## config.mk

```make
export PLATFORM = sky130hd
export DESIGN_NAME = accessory_id_detector_core
export DESIGN_NICKNAME = d
export VERILOG_FILES = /design/src/design/accid_pkg.sv /design/src/design/accessory_id_detector_core.sv /design/src/design/accid_classify.sv
export SDC_FILE = /design/constraint.sdc
export NUM_CORES = 1
export LEC_CHECK = 0
export BUFFER_PORTS_ARGS = -buffer_cell sky130_fd_sc_hd__buf_2
export CAP_MARGIN = 20
export CORE_ASPECT_RATIO = 0.6
export CORE_UTILIZATION = 52
export CTS_BUF_LIST = sky130_fd_sc_hd__clkbuf_2 sky130_fd_sc_hd__clkbuf_4 sky130_fd_sc_hd__clkbuf_8
export CTS_CLUSTER_DIAMETER = 100
export DETAILED_ROUTE_END_ITERATION = 8
export PLACE_DENSITY_LB_ADDON = 0.08
export SETUP_SLACK_MARGIN = 0.02
export SYNTH_ARGS = -nofsm -noshare
export SYNTH_HDL_FRONTEND = slang
export SYNTH_SLANG_ARGS = --single-unit
```

## constraint.sdc

```tcl
create_clock -name clk -period 17.95 [get_ports clk]
set_input_delay 0.8975 -clock clk [delete_from_list [all_inputs] [get_ports clk]]
set_output_delay 0.8975 -clock clk [all_outputs]
set_load 0.1 [all_outputs]
```

## src/design/accid_pkg.sv

```systemverilog
// ----------------------------------------------------------------------------
// Accessory ID detector package
// Shared types and fixed constants for the accessory ID detector.
// ----------------------------------------------------------------------------
package accid_pkg;

    localparam int ADC_W   = 12;
    localparam int ADC_MAX = (1 << ADC_W) - 1;

    // item kinds on the input channel
    localparam logic CMD_PIN = 1'b0;
    localparam logic CMD_ADC = 1'b1;

    // accepted pin level, with a third code for "not known yet"
    localparam logic [1:0] LEVEL_UNKNOWN = 2'd3;

    // configuration register map
    localparam logic [1:0]  ADDR_DEBOUNCE  = 2'd0;
    localparam logic [7:0]  DEBOUNCE_RESET = 8'd10;

    typedef enum logic [2:0] {
        ACC_UNKNOWN   = 3'd0,
        ACC_OTG       = 3'd1,
        ACC_TV_OUT    = 3'd2,
        ACC_LINEOUT   = 3'd3,
        ACC_CAR_MOUNT = 3'd4
    } acc_t;

    // classification windows, both bounds exclusive
    localparam logic [ADC_W-1:0] OTG_LO     = 12'd2600;
    localparam logic [ADC_W-1:0] OTG_HI     = 12'd2860;
    localparam logic [ADC_W-1:0] TV_LO      = 12'd2110;
    localparam logic [ADC_W-1:0] TV_HI      = 12'd2360;
    localparam logic [ADC_W-1:0] CAR_LO     = 12'd1590;
    localparam logic [ADC_W-1:0] CAR_HI     = 12'd1840;
    localparam logic [ADC_W-1:0] LINEOUT_LO = 12'd1100;
    localparam logic [ADC_W-1:0] LINEOUT_HI = 12'd1360;

endpackage

```

## src/design/accessory_id_detector_core.sv

```systemverilog
// ----------------------------------------------------------------------------
// Accessory ID detector core
// Debounces the ID pin, measures the ID voltage with a trimmed mean and
// reports accessory attach and removal events.
// ----------------------------------------------------------------------------
// Usage:
//   Input channel (in_valid/in_ready) carries pin samples (cmd = 0) and
//   converter samples (cmd = 1). A pin change must repeat for debounce_count
//   samples. An accepted detach reports the stored accessory offline; an
//   accepted attach collects SAMPLE_COUNT converter samples, drops the
//   largest and smallest, averages the rest and reports the matching
//   accessory online, or a removal on a zero mean. Most transfers give no result.
//   Output channel (out_valid/out_ready) carries accessory, online and
//   measured_level.
//   Timing: a transfer lands in the input register, is evaluated
//   combinationally and its result (if any) is registered in the output
//   register, from which it is taken when out_ready is high. One item per
//   cycle is taken while no result is stalled; the rate is set by the single
//   evaluation stage that updates the debounce and measurement state.
//   Stall: while a result waits on out_ready, one more item is held in the
//   input register and then in_ready drops.
//   Reset: level unknown, no accessory stored, debounce_count = 10.
//   debounce_count lives at APB address 0; write it only while idle.
// ----------------------------------------------------------------------------
module accessory_id_detector_core #(
    parameter int SAMPLE_COUNT = 5
) (
    input  logic        clk,
    input  logic        rst_n,
    input  logic        in_valid,
    output logic        in_ready,
    input  logic        cmd,
    input  logic        pin_level,
    input  logic [11:0] adc_sample,
    output logic        out_valid,
    input  logic        out_ready,
    output logic [2:0]  accessory,
    output logic        online,
    output logic [11:0] measured_level,
    input  logic        psel,
    input  logic        penable,
    input  logic        pwrite,
    input  logic [1:0]  paddr,
    input  logic [31:0] pwdata,
    output logic [31:0] prdata,
    output logic        pready
);
    import accid_pkg::*;

    localparam int SUM_W  = $clog2(SAMPLE_COUNT*ADC_MAX+1);
    localparam int TRIM_W = $clog2((SAMPLE_COUNT-2)*ADC_MAX+1);
    localparam int IDX_W  = $clog2(SAMPLE_COUNT+1);

    // configuration
    logic [7:0] debounce_reg;

    // input stage
    logic             in_valid_reg;
    logic             cmd_reg;
    logic             pin_reg;
    logic [ADC_W-1:0] adc_reg;
    logic             advance;

    // detector state
    logic [1:0]       accepted_reg, accepted_next;
    logic [7:0]       stable_reg, stable_next;
    logic             cand_reg, cand_next;
    logic             measuring_reg, measuring_next;
    logic [IDX_W-1:0] idx_reg, idx_next;
    logic [SUM_W-1:0] sum_reg, sum_next;
    logic [ADC_W-1:0] min_reg, min_next;
    logic [ADC_W-1:0] max_reg, max_next;
    acc_t             present_reg, present_next;

    // output stage
    logic             out_valid_reg;
    acc_t             accessory_reg;
    logic             online_reg;
    logic [ADC_W-1:0] level_reg;

    // evaluation
    logic [7:0]        need;
    logic [7:0]        run_cnt;
    logic              first_sample;
    logic [ADC_W-1:0]  min_new;
    logic [ADC_W-1:0]  max_new;
    logic [SUM_W-1:0]  sum_new;
    logic [IDX_W-1:0]  idx_inc;
    logic              last_sample;
    logic [TRIM_W-1:0] trimmed;
    logic [ADC_W-1:0]  mean;
    acc_t              mean_acc;
    logic              res_fire;
    acc_t              res_acc;
    logic              res_online;
    logic [ADC_W-1:0]  res_level;

    // ------------------------------------------------------------------
    // configuration port
    // ------------------------------------------------------------------
    assign pready = 1'b1;
    assign prdata = (paddr == ADDR_DEBOUNCE) ? {24'd0, debounce_reg} : 32'd0;

    always_ff @(posedge clk or negedge rst_n)
    begin
        if (!rst_n)
            debounce_reg <= DEBOUNCE_RESET;
        else if (psel && penable && pwrite && pready && paddr == ADDR_DEBOUNCE)
            debounce_reg <= pwdata[7:0];
    end

    // ------------------------------------------------------------------
    // input register
    // ------------------------------------------------------------------
    assign advance  = in_valid_reg && (!out_valid_reg || out_ready);
    assign in_ready = !in_valid_reg || advance;

    always_ff @(posedge clk or negedge rst_n)
    begin
        if (!rst_n)
            in_valid_reg <= 1'b0;
        else if (in_valid && in_ready)
            in_valid_reg <= 1'b1;
        else if (advance)
            in_valid_reg <= 1'b0;
    end

    always_ff @(posedge clk)
    begin
        if (in_valid && in_ready)
        begin
            cmd_reg <= cmd;
            pin_reg <= pin_level;
            adc_reg <= adc_sample;
        end
    end

    // ------------------------------------------------------------------
    // running measurement
    // ------------------------------------------------------------------
    assign first_sample = (idx_reg == '0);
    assign max_new      = (first_sample || adc_reg > max_reg) ? adc_reg : max_reg;
    assign min_new      = (first_sample || adc_reg < min_reg) ? adc_reg : min_reg;
    assign sum_new      = sum_reg + SUM_W'(adc_reg);
    assign idx_inc      = idx_reg + IDX_W'(1);
    assign last_sample  = (idx_inc == IDX_W'(SAMPLE_COUNT));
    assign trimmed      = TRIM_W'(sum_new - SUM_W'(max_new) - SUM_W'(min_new));

    accid_classify #(
        .SAMPLE_COUNT(SAMPLE_COUNT)
    ) u_classify (
        .trimmed(trimmed),
        .mean   (mean),
        .acc    (mean_acc)
    );

    // ------------------------------------------------------------------
    // next state and result
    // ------------------------------------------------------------------
    assign need = (debounce_reg == 8'd0) ? 8'd1 : debounce_reg;

    always_comb
    begin
        accepted_next  = accepted_reg;
        stable_next    = stable_reg;
        cand_next      = cand_reg;
        measuring_next = measuring_reg;
        idx_next       = idx_reg;
        sum_next       = sum_reg;
        min_next       = min_reg;
        max_next       = max_reg;
        present_next   = present_reg;
        run_cnt        = 8'd1;
        res_fire       = 1'b0;
        res_acc        = present_reg;
        res_online     = 1'b0;
        res_level      = '0;

        if (advance)
        begin
            if (cmd_reg == CMD_PIN)
            begin
                // pin samples are dropped while a measurement runs
                if (!measuring_reg)
                begin
                    if ({1'b0, pin_reg} == accepted_reg)
                        stable_next = 8'd0;
                    else
                    begin
                        if (stable_reg == 8'd0 || pin_reg != cand_reg)
                            run_cnt = 8'd1;
                        else if (stable_reg != 8'hFF)
                            run_cnt = stable_reg + 8'd1;
                        else
                            run_cnt = stable_reg;
                        cand_next = pin_reg;

                        if (run_cnt < need)
                            stable_next = run_cnt;
                        else
                        begin
                            accepted_next = {1'b0, pin_reg};
                            stable_next   = 8'd0;
                            if (pin_reg)
                            begin
                                res_fire     = 1'b1;
                                res_acc      = present_reg;
                                present_next = ACC_UNKNOWN;
                            end
                            else
                            begin
                                measuring_next = 1'b1;
                                idx_next       = '0;
                                sum_next       = '0;
                                min_next       = '0;
                                max_next       = '0;
                            end
                        end
                    end
                end
            end
            else if (measuring_reg)
            begin
                sum_next = sum_new;
                min_next = min_new;
                max_next = max_new;
                idx_next = idx_inc;
                if (last_sample)
                begin
                    measuring_next = 1'b0;
                    idx_next       = '0;
                    if (mean == '0)
                    begin
                        // zero mean reads as a removal
                        res_fire     = 1'b1;
                        res_acc      = present_reg;
                        present_next = ACC_UNKNOWN;
                    end
                    else if (mean_acc != ACC_UNKNOWN)
                    begin
                        res_fire     = 1'b1;
                        res_acc      = mean_acc;
                        res_online   = 1'b1;
                        res_level    = mean;
                        present_next = mean_acc;
                    end
                end
            end
        end
    end

    always_ff @(posedge clk or negedge rst_n)
    begin
        if (!rst_n)
        begin
            accepted_reg  <= LEVEL_UNKNOWN;
            stable_reg    <= 8'd0;
            cand_reg      <= 1'b0;
            measuring_reg <= 1'b0;
            idx_reg       <= '0;
            sum_reg       <= '0;
            min_reg       <= '0;
            max_reg       <= '0;
            present_reg   <= ACC_UNKNOWN;
        end
        else
        begin
            accepted_reg  <= accepted_next;
            stable_reg    <= stable_next;
            cand_reg      <= cand_next;
            measuring_reg <= measuring_next;
            idx_reg       <= idx_next;
            sum_reg       <= sum_next;
            min_reg       <= min_next;
            max_reg       <= max_next;
            present_reg   <= present_next;
        end
    end

    // ------------------------------------------------------------------
    // result register
    // ------------------------------------------------------------------
    always_ff @(posedge clk or negedge rst_n)
    begin
        if (!rst_n)
            out_valid_reg <= 1'b0;
        else if (advance)
            out_valid_reg <= res_fire;
        else if (out_ready)
            out_valid_reg <= 1'b0;
    end

    always_ff @(posedge clk)
    begin
        if (advance && res_fire)
        begin
            accessory_reg <= res_acc;
            online_reg    <= res_online;
            level_reg     <= res_level;
        end
    end

    assign out_valid      = out_valid_reg;
    assign accessory      = accessory_reg;
    assign online         = online_reg;
    assign measured_level = level_reg;

    // ------------------------------------------------------------------
    // assertions
    // ------------------------------------------------------------------
    a_idx_in_range: assert property (@(posedge clk) disable iff (!rst_n)
        measuring_reg |-> idx_reg < IDX_W'(SAMPLE_COUNT))
        else $error("sample index past sample count");

    a_idx_idle_zero: assert property (@(posedge clk) disable iff (!rst_n)
        !measuring_reg |-> idx_reg == '0)
        else $error("sample index not cleared outside a measurement");

    a_online_classified: assert property (@(posedge clk) disable iff (!rst_n)
        (out_valid_reg && online_reg) |->
            (accessory_reg != ACC_UNKNOWN && level_reg != '0))
        else $error("online report without a classified accessory");

    a_stall_holds_item: assert property (@(posedge clk) disable iff (!rst_n)
        (in_valid_reg && out_valid_reg && !out_ready) |=>
            (in_valid_reg && $stable(cmd_reg) && $stable(adc_reg)))
        else $error("input register lost an item during a stall");

endmodule

```

## src/design/accid_classify.sv

```systemverilog
// ----------------------------------------------------------------------------
// Accessory ID classifier
// Turns the trimmed sample sum into a mean and matches it against the
// accessory voltage windows.
// ----------------------------------------------------------------------------
module accid_classify #(
    parameter int SAMPLE_COUNT = 5
) (
    input  logic [$clog2((SAMPLE_COUNT-2)*accid_pkg::ADC_MAX+1)-1:0] trimmed,
    output logic [accid_pkg::ADC_W-1:0]                              mean,
    output accid_pkg::acc_t                                          acc
);
    import accid_pkg::*;

    localparam int DIVISOR  = SAMPLE_COUNT - 2;
    localparam int TRIM_W   = $clog2(DIVISOR*ADC_MAX+1);
    localparam int SHIFT_L  = $clog2(DIVISOR);
    localparam int SHIFT    = TRIM_W + SHIFT_L;
    // ceil(2^SHIFT / DIVISOR): exact quotient for every TRIM_W-bit dividend
    localparam int RECIP    = ((1 << SHIFT) + DIVISOR - 1) / DIVISOR;
    localparam int PROD_W   = SHIFT + ADC_W + 1;

    logic [PROD_W-1:0] prod;

    assign prod = PROD_W'(trimmed) * PROD_W'(RECIP);
    assign mean = prod[SHIFT +: ADC_W];

    always_comb
    begin
        if (mean > OTG_LO && mean < OTG_HI)
            acc = ACC_OTG;
        else if (mean > TV_LO && mean < TV_HI)
            acc = ACC_TV_OUT;
        else if (mean > CAR_LO && mean < CAR_HI)
            acc = ACC_CAR_MOUNT;
        else if (mean > LINEOUT_LO && mean < LINEOUT_HI)
            acc = ACC_LINEOUT;
        else
            acc = ACC_UNKNOWN;
    end

endmodule
```

* Word level (Yosys, flattened, before mapping) *
Index checks and enable logic that the tools add are counted.

operators by class
  reduce and logical (&&, ||, !) cells = 33
  divide/modulo/power cells = 0
  shifts and indexed selects = 0
  equal/unequal tests = 10
  muxes and demuxes = 72
  $lt $le $gt $ge = 11
  add/subtract/negate cells = 5
  multiply operators = 1
  bitwise logic cells = 7

operator list
  kind                                                  count
  two-way mux 12 bit                                    10
  two-way mux 15 bit                                    6
  two-way mux 8 bit                                     10
  two-way mux 3 bit                                     24
  subtractor 14 x 12 -> 14 bit                          2
  multiplier 14 x 14 -> 27 bit, second input constant   1
  > comparator 12 x 11 -> 1 bit, second input constant  2
  > comparator 12 bit, second input constant            2
  < comparator 12 x 11 -> 1 bit, second input constant  2
  < comparator 12 bit, second input constant            2
  two-way mux 1 bit                                     21
  logical NOT 8 bit                                     2
  adder 15 x 12 -> 15 bit                               1
  > comparator 12 bit                                   1
  logical NOT 12 bit                                    1
  < comparator 12 bit                                   1
  logical AND 1 bit                                     10
  adder 8 x 1 -> 8 bit, second input constant           1
  < comparator 8 bit                                    1
  inequality test 2 bit, second input constant          4
  inequality test 8 bit, second input constant          1
  NOT 1 bit                                             7
  AND reduction 7 bit                                   1
  AND reduction 6 bit                                   1
  17 further kinds                                      25

storage, ports and cells
  ROM bits = 0
  bits in latches = 0
  output and inout bits = 51
  bits of input ports = 55
  word-level logic and storage cells = 157
  register bits after elaboration = 97
  memories = 0
  bits in writable memories = 0

* Logic depth before layout (Yosys ltp) *
  depth in word-level cells = 20
  mapped depth = 48
  depth with buffers taken out = 46

* Modules after synthesis *
From an unflattened synthesis, not the netlist that was laid out.

unflattened totals
  cell total of the unflattened synthesis = 1136
  area, all modules = 10608.9 sq um

by module, submodules not included
  module                      cells an instance  area each (sq um)  instances  seq. area each (sq um)
  accessory_id_detector_core  699                6781.5             1          2557.5
  accid_classify              437                3827.4             1          0.0

* Least setup slack after synthesis *
OpenSTA, ideal clock, no wires.

  kind = reg2reg
  start point = register adc_reg[1]
  end point = register accessory_reg[0] (netlist: accessory[0]), enable pin
  required time = 17.556 ns
  path buffers = 2
  slack = 6.726 ns
  cell stages (with the launch flop) = 44
  data arrival time = 10.830 ns
  clock period less this slack = 11.224 ns
  library setup time = 0.394 ns
  cell sequence = edfxtp_1 -> ha_1 -> a21o_1 -> a21o_1 -> a21o_1 -> a21o_1 -> a21o_1 -> a211oi_1 -> o21bai_1 -> a21o_1 -> buf_1 -> mux2_2 -> fa_1 -> inv_1 -> ha_1 -> a21o_1 -> a21oi_1 -> o21bai_1 -> [8 not listed] -> ha_1 -> fa_1 -> fa_1 -> fa_1 -> ha_1 -> ha_1 -> buf_2 -> nand2_1 -> o21ai_0 -> a2111o_1 -> a31oi_1 -> o21ba_2 -> xnor2_1 -> o211ai_1 -> a2111oi_4 -> a31oi_2 -> and3b_1 -> a21oi_1

on the way
  word-level cells in the longest chain between the ends = 20
  elaborated cells between the ends (all ways) = 35
  classes of those cells = 3 x add/sub; 1 x mul; 10 x order compare; 12 x mux; 9 x reduce/logical

RTL lines
  what                                                                                   RTL line                           RTL
  from (decl)                                                                            accessory_id_detector_core.sv:61   logic [ADC_W-1:0] adc_reg;
  from (signal assigned)                                                                 accessory_id_detector_core.sv:134  adc_reg <= adc_sample;
  > comparator 12 bit                                                                    accessory_id_detector_core.sv:142  assign max_new = (first_sample || adc_reg > max_reg) ? adc_reg : max_reg;
  logical OR 1 bit                                                                       accessory_id_detector_core.sv:142
  two-way mux 12 bit                                                                     accessory_id_detector_core.sv:142
  subtractor 14 x 12 -> 14 bit                                                           accessory_id_detector_core.sv:147  assign trimmed = TRIM_W'(sum_new - SUM_W'(max_new) - SUM_W'(min_new));
  subtractor 14 x 12 -> 14 bit *                                                         accessory_id_detector_core.sv:147
  multiplier 14 x 14 -> 27 bit *                                                         accid_classify.sv:25               assign prod = PROD_W'(trimmed) * PROD_W'(RECIP);
  > comparator 12 x 11 -> 1 bit / < comparator 12 x 11 -> 1 bit (equally long branches)  accid_classify.sv:36               else if (mean > LINEOUT_LO && mean < LINEOUT_HI)
  logical AND 1 bit                                                                      accid_classify.sv:36
  [4 not listed]                                                                         n/a
  nonzero test 3 bit                                                                     accessory_id_detector_core.sv:239  else if (mean_acc != ACC_UNKNOWN)
  two-way mux 1 bit                                                                      accessory_id_detector_core.sv:239
  two-way mux 1 bit *                                                                    accessory_id_detector_core.sv:232  if (mean == '0)
  two-way mux 1 bit *                                                                    accessory_id_detector_core.sv:228  if (last_sample)
  two-way mux 1 bit *                                                                    accessory_id_detector_core.sv:222  else if (measuring_reg)
  two-way mux 1 bit *                                                                    accessory_id_detector_core.sv:181  if (cmd_reg == CMD_PIN)
  two-way mux 1 bit *                                                                    accessory_id_detector_core.sv:179  if (advance)
  logical AND 1 bit *                                                                    accessory_id_detector_core.sv:295  if (advance && res_fire)
  to (signal assigned)                                                                   accessory_id_detector_core.sv:297  accessory_reg <= res_acc;
  to (decl)                                                                              accessory_id_detector_core.sv:77   acc_t accessory_reg;

Mark *: on every way between the ends. The rest lies on a longest branch, timed or not.
A chain may end at the register's enable or synchronous reset.

* Worst setup path after layout *
  start point = register adc_reg[1]
  end point = register level_reg[4] (netlist: measured_level[4]), enable pin

on the way
  word-level cells in the longest chain between the ends = 20
  elaborated cells between the ends (all ways) = 35
  classes of those cells = 3 x add/sub; 1 x mul; 10 x order compare; 12 x mux; 9 x reduce/logical

RTL lines
  what                                                                                   RTL line                           RTL
  > comparator 12 bit                                                                    accessory_id_detector_core.sv:142
  logical OR 1 bit                                                                       accessory_id_detector_core.sv:142
  two-way mux 12 bit                                                                     accessory_id_detector_core.sv:142
  subtractor 14 x 12 -> 14 bit                                                           accessory_id_detector_core.sv:147
  subtractor 14 x 12 -> 14 bit *                                                         accessory_id_detector_core.sv:147
  multiplier 14 x 14 -> 27 bit *                                                         accid_classify.sv:25
  > comparator 12 x 11 -> 1 bit / < comparator 12 x 11 -> 1 bit (equally long branches)  accid_classify.sv:36
  logical AND 1 bit                                                                      accid_classify.sv:36
  [4 not listed]                                                                         n/a
  nonzero test 3 bit                                                                     accessory_id_detector_core.sv:239
  two-way mux 1 bit                                                                      accessory_id_detector_core.sv:239
  two-way mux 1 bit *                                                                    accessory_id_detector_core.sv:232
  two-way mux 1 bit *                                                                    accessory_id_detector_core.sv:228
  two-way mux 1 bit *                                                                    accessory_id_detector_core.sv:222
  two-way mux 1 bit *                                                                    accessory_id_detector_core.sv:181
  two-way mux 1 bit *                                                                    accessory_id_detector_core.sv:179
  logical AND 1 bit *                                                                    accessory_id_detector_core.sv:295
  to (signal assigned)                                                                   accessory_id_detector_core.sv:299  level_reg <= res_level;
  to (decl)                                                                              accessory_id_detector_core.sv:79   logic [ADC_W-1:0] level_reg;

Marked as above.

==> impl_metrics.py <==
metrics = {
    "setup_path": {
        "critPathMaxStageDelay_ns": 0.58,
        "crit_required_ns": 18.04,
        "worstSetupPathType": "reg -> reg",
        "cp-start-kind": "flop",
        "cp.arrival_ns": 12.40,
        "crit_path_max_fanout": 16,
        "slowest_stage": "fa_1",
        "path_common_cell": "a21o_1",
        "endpoint_kind": "flop",
    },
    "finish": {
        "drive_above_1_share_pct": 12.12,
        "layout_commonest_cell": "inv_1",
        "num_antenna_cells": 0,
        "mostFrequentLayoutCells": "174 x inv_1, 151 x ha_1, 64 x fa_1",
        "final_nets": 1412,
        "area_growth_pct": 6.619,
        "largest_reg_flops": 14,
    },
    "drt": {
        "drt_first_pass_iters": 4,
        "vias": 7775,
        "wl_um": 22950,
        "drc_errors": 0,
        "ant_nets": 0,
        "wl_per_cell_um": 16.24,
        "drt-initial-drc-count": 492,
        "via_per_inst": 5.502,
    },
    "synth": {
        "synth-compound-area-share_pct": 17.71,
        "synthArstFlopShare_pct": 68.75,
        "syn_area_mm2": 0.01041,
        "synthXorXnorAreaFrac_pct": 3.784,
        "synth_edf_count": 30,
        "synth_top_family_by_area": "adder cells",
        "yosysSeqAreaShare_pct": 24.56,
        "ys_types": 77,
        "synth_mux_area_share_pct": 3.748,
        "synthCells": 1091,
        "yosys.area_share.adder_pct": 30.44,
        "avgSynthCellArea_um2": 9.546,
        "yosys_warnings": 0,
        "yosys_register_bits": 96,
        "ys.flop_type": "dfrtp_1",
        "synthSimpleGateAreaFrac_pct": 10.73,
    },
    "timing": {
        "period_share_pct": 68.60,
        "maxSlewViolCount": 0,
        "tightest_slew_ns": 0.9347,
        "fin_tns_setup_ns": 0,
        "fmax_mhz": 81.21,
        "period_minus_slack_ns": 12.31,
        "skew_ns": 0.01292,
        "final-setup-viol-count": 0,
        "slew_headroom_pct": 37.46,
        "finalHoldViolations": 0,
        "rsz0062_at_grt": "no",
    },
    "clock_tree": {
        "clock-sinks": 96,
        "cts_buffers": 9,
        "cts_resized": 0,
        "cts_hold_buf": 0,
        "cts_setup_buffers": 0,
        "cts_htree_levels": 3,
        "clock_path_buffers": 2,
        "cts-root-buf": "clkbuf_8",
        "cts_tree": "built",
        "clk_pin_slew_ns": 0.10,
        "clock_latency_ns": 0.39,
    },
    "die": {
        "row_count": 39,
        "die_h_um": 111.6,
        "coreArea_mm2": 0.01932,
        "io_pins": 106,
        "start_util_pct": 53.90,
        "die_area_mm2": 0.02062,
        "die_x_um": 184.7,
    },
    "global_route": {
        "grt_overflow": 0,
        "grtUsageTotal_pct": 23.36,
        "grt_max_degree": 67,
        "grt_pass1_vias": 7210,
        "antenna_found_initial": 0,
        "grt_pass1_wl_um": 37600,
    },
    "hold_path": {
        "hold_class": "reg -> reg",
    },
    "outcome": {
        "status": "completed",
    },
    "placement": {
        "place_congestion": 0.9292,
        "portBuffers": 56,
        "dp_hpwl_um": 18630,
    },
    "job": {
        "cap_violations": 0,
    },
}
-- stage by stage --
step                      hold slack [ns]  worst slack [ns]  utilization (%)  area, µm²  cells
after global routing               0.5252             4.981            57.47      11100   1413
after global placement             0.4621             5.962            56.38      10890   1397
after detailed placement           0.4721             5.783            56.38      10890   1397
final                              0.4914             5.636            57.47      11100   1413
after floorplan                    0.4447             6.726                -      10500   1114
after CTS                          0.4984             5.747            57.47      11100   1413
-- synth_stat cells (all sizes together) (30+ instances only) --
cell type / count / area [µm²]
inv: 175 / 656.9
ha: 151 / 1889
fa: 64 / 1281
dfrtp: 62 / 1551
nand2: 61 / 229.0
a21oi: 52 / 264.0
nor2: 47 / 176.4
o21ai: 47 / 235.2
a22o: 34 / 297.8
mux2: 32 / 360.4
xnor2: 32 / 280.3
a21o: 30 / 226.5
buf: 30 / 216.5
edfxtp: 30 / 900.9
-- area by class of cell --
cell class              instances  area [µm²]
repair buffers                 63       332.8
well taps                     266       332.8
inverters                     175       656.9
flip-flops and latches         96        2557
clock buffers                  11       145.1
multi-input cells             797        7014
clock inverters                 5       65.06
fillers                      1743        8219
-- per-layer routing --
metal | vias up | routed length (µm) | global-route usage, %
met5 | - | 0 | 0
met4 | 0 | 128 | 3.747
met3 | 8 | 1612 | 6.084
met2 | 200 | 8306 | 29.56
met1 | 3698 | 12900 | 38.82
li1 | 3869 | - | -
-- cells by family after synthesis --
logic type | count (synthesis)
flip-flops | 96
AO/OA/AOI/OAI | 256
multiplexers | 35
AND/OR/NAND/NOR | 221
buffers and inverters | 221
other | 2
XOR/XNOR | 45
adder cells (fa/ha/maj) | 215
-- worst max-delay path, delay by kind of cell, from the launching register on --
family | cells | cell delay (ns)
AOI/OAI and AO/OA | 22 | 4.73
adders and majority gates | 10 | 4.08
and+or+nand+nor | 4 | 1.26
xor gates and xnor gates | 2 | 0.72
DFF | 1 | 0.53
muxes | 1 | 0.38
buffers and inverters | 2 | 0.29
-- worst paths after layout --
kind | from | to | slack (ns) | depth (start not counted)
max | adc_reg[1] | measured_level[4] | 5.64 | 41
min | present_reg[1] | present_reg[1] | 0.49 | 2
max reg2reg | adc_reg[1] | measured_level[4] | 5.64 | 41
min reg2reg | present_reg[1] | present_reg[1] | 0.49 | 2
max in group asynchronous | rst_n | sum_reg[6] | 16.64 | 2
min in group asynchronous | rst_n | present_reg[0] | 0.69 | 2
Power is left out: the tool's default activity adds up to more than one toggle a clock period on the data nets, which glitch-free logic cannot reach.
